[src/sv/lpbl_pkg.sv]
package lpbl_pkg;

   localparam int MAX_LIMIT = 65536;
   localparam int LIMIT_W   = 17;
   localparam int PRIME_W   = 16;
   localparam int ADDR_W    = $clog2(MAX_LIMIT);
   localparam int N_W       = $clog2(MAX_LIMIT + 1);
   localparam int BASE_W    = ADDR_W / 2 + 1;
   localparam int SQ_W      = 2 * BASE_W;

   typedef enum logic [3:0] {
      ST_IDLE,
      ST_CHK,
      ST_CLR,
      ST_BINIT,
      ST_BSQ,
      ST_BTEST,
      ST_BFLAG,
      ST_STRIKE,
      ST_BNEXT,
      ST_SINIT,
      ST_SREAD,
      ST_STEST,
      ST_DONE
   } step_type;

   typedef enum logic [2:0] {
      COND_ALWAYS,
      COND_NOSTART,
      COND_NLE2,
      COND_CLR_MORE,
      COND_SQ_GE_N,
      COND_FLAG,
      COND_STRIKE_MORE
   } cond_type;

   typedef enum logic [2:0] {
      K_HOLD,
      K_TWO,
      K_INC,
      K_ADD_BASE,
      K_SQ,
      K_NM1,
      K_DEC
   } k_op_type;

   typedef enum logic [1:0] {
      BASE_HOLD,
      BASE_TWO,
      BASE_INC
   } base_op_type;

   typedef enum logic [1:0] {
      BEST_HOLD,
      BEST_ZERO,
      BEST_K
   } best_op_type;

   typedef enum logic {
      RD_BASE,
      RD_K
   } rd_sel_type;

   typedef struct packed {
      cond_type    cond;
      step_type    target;
      k_op_type    k_op;
      base_op_type base_op;
      best_op_type best_op;
      rd_sel_type  rd_sel;
      logic        n_load;
      logic        sq_load;
      logic        wr_en;
      logic        wr_val;
      logic        rd_en;
      logic        emit;
   } ctrl_type;

   typedef struct packed {
      logic nle2;
      logic clr_more;
      logic sq_ge_n;
      logic flag;
      logic strike_more;
   } status_type;

   function automatic ctrl_type ucode(input step_type step);
      ctrl_type w;
      w = '{cond: COND_ALWAYS, target: ST_IDLE, k_op: K_HOLD, base_op: BASE_HOLD,
            best_op: BEST_HOLD, rd_sel: RD_BASE, n_load: 1'b0, sq_load: 1'b0,
            wr_en: 1'b0, wr_val: 1'b0, rd_en: 1'b0, emit: 1'b0};
      unique case (step)
         ST_IDLE: begin
            w.n_load = 1'b1;
            w.cond   = COND_NOSTART;
            w.target = ST_IDLE;
         end
         ST_CHK: begin
            w.k_op    = K_TWO;
            w.best_op = BEST_ZERO;
            w.cond    = COND_NLE2;
            w.target  = ST_DONE;
         end
         ST_CLR: begin
            w.wr_en  = 1'b1;
            w.wr_val = 1'b0;
            w.k_op   = K_INC;
            w.cond   = COND_CLR_MORE;
            w.target = ST_CLR;
         end
         ST_BINIT: begin
            w.base_op = BASE_TWO;
            w.cond    = COND_ALWAYS;
            w.target  = ST_BSQ;
         end
         ST_BSQ: begin
            w.sq_load = 1'b1;
            w.rd_en   = 1'b1;
            w.rd_sel  = RD_BASE;
            w.cond    = COND_ALWAYS;
            w.target  = ST_BTEST;
         end
         ST_BTEST: begin
            w.k_op   = K_SQ;
            w.cond   = COND_SQ_GE_N;
            w.target = ST_SINIT;
         end
         ST_BFLAG: begin
            w.cond   = COND_FLAG;
            w.target = ST_BNEXT;
         end
         ST_STRIKE: begin
            w.wr_en  = 1'b1;
            w.wr_val = 1'b1;
            w.k_op   = K_ADD_BASE;
            w.cond   = COND_STRIKE_MORE;
            w.target = ST_STRIKE;
         end
         ST_BNEXT: begin
            w.base_op = BASE_INC;
            w.cond    = COND_ALWAYS;
            w.target  = ST_BSQ;
         end
         ST_SINIT: begin
            w.k_op   = K_NM1;
            w.cond   = COND_ALWAYS;
            w.target = ST_SREAD;
         end
         ST_SREAD: begin
            w.rd_en  = 1'b1;
            w.rd_sel = RD_K;
            w.cond   = COND_ALWAYS;
            w.target = ST_STEST;
         end
         ST_STEST: begin
            // latch every candidate; the last one checked is the answer
            w.best_op = BEST_K;
            w.k_op    = K_DEC;
            w.cond    = COND_FLAG;
            w.target  = ST_SREAD;
         end
         ST_DONE: begin
            w.emit   = 1'b1;
            w.cond   = COND_ALWAYS;
            w.target = ST_IDLE;
         end
         default: begin
            w.cond   = COND_ALWAYS;
            w.target = ST_IDLE;
         end
      endcase
      return w;
   endfunction

endpackage

[src/sv/lpbl_seq.sv]
module lpbl_seq (
   input  logic                clock,
   input  logic                reset,
   input  logic                start,
   input  lpbl_pkg::status_type status,
   output lpbl_pkg::ctrl_type   ctrl,
   output logic                busy
);
   import lpbl_pkg::*;

   step_type pc_ff;
   step_type pc_in;
   logic     take;

   assign ctrl = ucode(pc_ff);
   assign busy = (pc_ff != ST_IDLE);

   always_comb begin
      unique case (ctrl.cond)
         COND_ALWAYS:      take = 1'b1;
         COND_NOSTART:     take = !start;
         COND_NLE2:        take = status.nle2;
         COND_CLR_MORE:    take = status.clr_more;
         COND_SQ_GE_N:     take = status.sq_ge_n;
         COND_FLAG:        take = status.flag;
         COND_STRIKE_MORE: take = status.strike_more;
         default:          take = 1'b1;
      endcase
      pc_in = take ? ctrl.target : step_type'(pc_ff + 4'd1);
   end

   always_ff @(posedge clock) begin
      if (reset) begin
         pc_ff <= ST_IDLE;
      end else begin
         pc_ff <= pc_in;
      end
   end

   ap_accept_leaves_idle: assert property (@(posedge clock) disable iff (reset)
      (start && !busy) |=> (pc_ff == ST_CHK))
      else $error("accepted transfer did not enter the program");
   ap_done_returns_idle: assert property (@(posedge clock) disable iff (reset)
      (pc_ff == ST_DONE) |=> (pc_ff == ST_IDLE))
      else $error("done step did not return to idle");

endmodule

[config.mk]
export PLATFORM = sky130hd
export DESIGN_NAME = lpbl_seq
export DESIGN_NICKNAME = d
export VERILOG_FILES = /design/src/sv/lpbl_pkg.sv /design/src/sv/lpbl_seq.sv
export SDC_FILE = /design/constraint.sdc
export NUM_CORES = 1
export LEC_CHECK = 0
export BUFFER_PORTS_ARGS = -buffer_cell sky130_fd_sc_hd__clkbuf_2
export CAP_MARGIN = 15
export CORE_AREA = 2 2 39 41
export CTS_BUF_LIST = sky130_fd_sc_hd__clkbuf_4 sky130_fd_sc_hd__clkbuf_8
export CTS_CLUSTER_SIZE = 40
export DETAILED_ROUTE_END_ITERATION = 16
export DIE_AREA = 0 0 41 43
export PLACE_DENSITY = 0.88
export SETUP_SLACK_MARGIN = 0.5
export SYNTH_ARGS = -nofsm -noshare
export SYNTH_HDL_FRONTEND = slang
export SYNTH_SLANG_ARGS = --single-unit
[constraint.sdc]
create_clock -name clock -period 3.3 [get_ports clock]
set_input_delay 0.33 -clock clock [delete_from_list [all_inputs] [get_ports clock]]
set_output_delay 0.33 -clock clock [all_outputs]
set_load 0.01 [all_outputs]
# Word level (Yosys, flattened, before mapping)
# Cells that the tools add are included.
# word_totals
register_bits	4
out_inout_bits	22
wordCells	37
# classes
n_addsub	1
eq_ne	18
n_mux	12
n_reduce_logical	5
# ops
op	n
$pmux W7 S11	1
$eq A4 B4 Y1 const B	5
$pmux W3 S6	1
$eq A4 B3 Y1 const B	4
$pmux W2 S2	3
$eq A3 B3 Y1 const B	3
$eq A4 B2 Y1 const B	2
$eq A3 B2 Y1 const B	2
$pmux W1 S6	1
$mux W1	5
$add A4 B1 Y4 const B	1
$eq A4 B1 Y1 const B	1
$logic_not A4 Y1	1
$mux W4	1
$reduce_bool A4 Y1	1
$reduce_or A2 Y1	2
$eq A3 B1 Y1 const B	1
$logic_not A1 Y1	1

# Longest topological paths before layout
# depth
word_depth	6
depth_mapped	9
depth_no_buf	8

# Worst setup path before layout
# OpenSTA, ideal clock, no wires.
# synth_timing
path_type	register to register
startpoint	register pc_ff[0]
endpoint	register pc_ff[0]
setup_ns	0.123
t_arrival_ns	2.027
required_time_ns	3.177
slack_ns	1.150
path_stages_with_launch	10
period_less_slack_ns	2.150
path_cell_list	dfxtp_1 inv_1 ha_1 buf_2 nor3_4 or3_4 clkinv_2 a211o_1 a32oi_1 mux2_1
# synth_lines
item	line	rtl
from (decl)	lpbl_seq.sv:11	step_type pc_ff;
from (signal assigned)	lpbl_seq.sv:36	pc_ff <= pc_in;

# Worst setup path after layout
# layout_timing
startpoint	register pc_ff[0]
endpoint	register pc_ff[0]
# layout_via
elab_chain_cells	6
word_cells_on_any_way	23
# layout_rtl
item	line	rtl
$eq A4 B4 Y1 or $eq A4 B2 Y1 (tied branches)	lpbl_pkg.sv:92	unique case (step)
$reduce_or A2 Y1 (no line)	--	
$pmux W7 S11	lpbl_pkg.sv:92	
$eq A3 B3 Y1, or another cell as far along	lpbl_seq.sv:19	unique case (ctrl.cond)
$pmux W1 S6	lpbl_seq.sv:19	
$mux W4 *	lpbl_seq.sv:29	pc_in = take ? ctrl.target : step_type'(pc_ff + 4'd1);
# Every way passes the cells marked *; elsewhere a longest branch is shown, timed or not.
# A chain may end at the register's enable or synchronous reset.

==> key figures <==
Outcome
  • Status: completed

Finish
  • Area growth, synth to finish: 23.6%
  • Max reg flops: 4
  • Antenna cells: 0
  • Layout cells sized above 1: 0.345
  • Fin nets: 130
  • Non-filler instance count after layout: 132
  • Most flops, register: pc_ff
  • Biggest regs: pc_ff: 4 flops
  • Post-layout util: 0.588

Synthesis
  • Adder-cell share of the synthesized area: 0.0760
  • Post-synth EDFFs: 0
  • Mapped cell area: around 660 um^2
  • Simple-gate share of the synthesized area: 0.356
  • Top-area cell type share of the netlist area: 0.122
  • Post-synth ARST share: 0
  • Synth area leaders: dfxtp_1, ha_1, nor2_1
  • Ys flop type: dfxtp_1
  • Synth unique cells: 41
  • Synth Area in Compound Gates: 0.215
  • Xor/xnor cell area share of the yosys netlist: 0.0266
  • Mux contribution to synthesized area: 0.0970
  • Synth Register Bits: 4
  • Syn. warnings: 0
  • Syn Area/Cell: 7.39 um^2
  • Largest family of logic cells by synthesized area: simple AND/OR/NAND/NOR gates
  • Syn Inst Count: 89
  • Register area share after synthesis: 0.122
  • Syn nets: 101
  • Post-synth top area cell: dfxtp_1
  • Most frequent cell after synthesis: nor2_1
  • Post-synth top cells: nor2_1, inv_1, nand2b_1

Placed design
  • Placement Setup Slack: 0.947 ns
  • Cells after DPL: ~130
  • Number of port buffers: 29
  • Routability congestion estimate: about 0.82
  • DPL Wire Length: 1180 um

Setup path
  • Crit-path max cell delay: 0.46 ns
  • Critical Path RT: 3.42 ns
  • Crit path max fanout: 12
  • Crit path capture type: register
  • Ordered cell list for the critical path: ha_1 -> nand3b_1 -> a211o_1 -> a32oi_1 -> mux2_1
  • Critical path launch point type: register
  • Worst Path Buf+Inv: 0
  • WS Path Type: register to register
  • Critical path's top delay family: compound AO/OA/AOI/OAI gates
  • CP max-delay cell: ha_1
  • CP arrival: 2.47 ns

Routing
  • Post-Route WL: around 1500 um
  • Iteration count of the initial detailed-routing pass: 4
  • Via count: slightly above 700
  • Mean routed wirelength per cell: 11.4 um
  • Vias per cell: between 5 and 6
  • Residual DRC: 0
  • Drt first-iter violations: 12
  • Post-DRT Antenna Nets: 0

GRT
  • First-pass GRT wire length: 2390 um
  • Largest net degree at the start of global routing: 22
  • Total GRT Usage: 0.196
  • Vias in the first global route: 601
  • Initial antenna violation count: 0
  • Total grt overflow: 0

Clock network
  • Clock sinks: 4
  • CTS resizes: 0
  • # H-tree levels: 1
  • Clock Latency Late Sink: 0.24 ns
  • Inserted Clock Buffers: 3
  • Max clock buf depth: 2
  • Clock Pin Slew Worst Setup and Hold Paths: 0.04 ns
  • TritonCTS clock tree: yes
  • Hold buffers post-CTS: 0
  • Setup Buffers After CTS: 0
  • Clock root buffer: clkbuf_4

Floorplanning
  • IO Count: 30
  • Core box area: about 0.0014 mm^2
  • Die W: about 41 um
  • Full die area: 0.00176 mm^2
  • Initial Util: 0.476
  • Row cnt: 14
  • Height of the die: between 40 and 50 um

Hold path
  • Worst Hold Class: primary input to register

Power and ir drop
  • Pwr dens: a little over 900 mW/mm^2
  • LEAKAGE: 0.000431 uW
  • Internal power: 375 uW
  • NetSw: 383 uW
  • Switching part of the total power: 0.505
  • Seq pwr share: 0.139
  • Clk pwr share: 0.081
  • Max IR drop VDD: between 0.5 and 0.6 mV
  • Comb pwr share: 0.780

Timing
  • Min Hold Slack: 0.474 ns
  • Min Tclk post-route: about 2.3 ns
  • Final setup fails: 0
  • Worst Tran Pin Value: around 0.65 ns
  • RSZ-0062 raised after global routing: no
  • Final WS setup: roughly 0.95 ns
  • Slew HR: 0.568
  • Skew final: 0.00270 ns
  • Fmax: roughly 0.43 GHz
  • Final worst path period share: 0.712
  • Total Neg Setup Slack: 0 ns
  • Final hold violations: 0
  • Final Max Tran Viols: 0

Flow run
  • MaxCap Viol Count: 0
## per-layer routing
metal / GRT usage / vias up / part of all wire
met5: 0 / - / 0
met4: 0.100 / 0 / 0
met3: 0.0314 / 0 / 0.041
met2: 0.313 / 20 / 0.51
met1: 0.238 / 326 / 0.45
li1: - / 362 / -
## logic make-up (layout without fill, tap and decap cells)
family / Yosys count / after routing
xor+xnor: 2 / 2
buf+inv: 14 / 41
fa+ha+maj: 4 / 4
simple gates: 40 / 40
flops: 4 / 4
compound gates: 19 / 19
mux: 6 / 6
## cells in the final DEF, fill, tap and decap left out, drive strengths merged, types with 3 or more instances in the layout
cell	n
clkbuf	32
mux2i	3
mux2	3
nor2	11
nand2b	6
nor3	3
o21ai	4
ha	4
nand2	4
and2	4
inv	7
a21oi	3
dfxtp	4
nor2b	6
## final cells by class
type	instances	area, um^2
multi-input combinational	71	507
sequential	4	80.1
clock buffer	3	22.5
inverter	8	31.3
fill	132	571
timing repair buffer	30	153
tap	16	20.0
## worst min-delay path: stages
cell and delay (ns):
clkbuf_2 0.15, nand2b_1 0.12, mux2i_1 0.05
## path summary, 6_finish.rpt
check        slack (ns)  cells after the start     start       end
max                0.95                      5  pc_ff[0]  pc_ff[0]
max reg2reg        0.95                      5  pc_ff[0]  pc_ff[0]
min reg2reg        0.60                      2  pc_ff[0]  pc_ff[0]
min                0.47                      3     reset  pc_ff[1]
## power groups by stage
stage	registers, uW	clock network (uW)	logic [uW]
floorplan	79.0	0	460
detailed placement	107	0	594
global route	110	70.2	660
CTS	106	65.2	595
finish	106	61.6	591
global placement	104	0	577
## per-stage QoR
stage               instance area, um^2  power (uW)
global placement                    791         681
finish                              813         758
detailed placement                  791         701
CTS                                 813         766
global route                        813         841
floorplan                           658         539
Power figures use the tool's default switching activity.
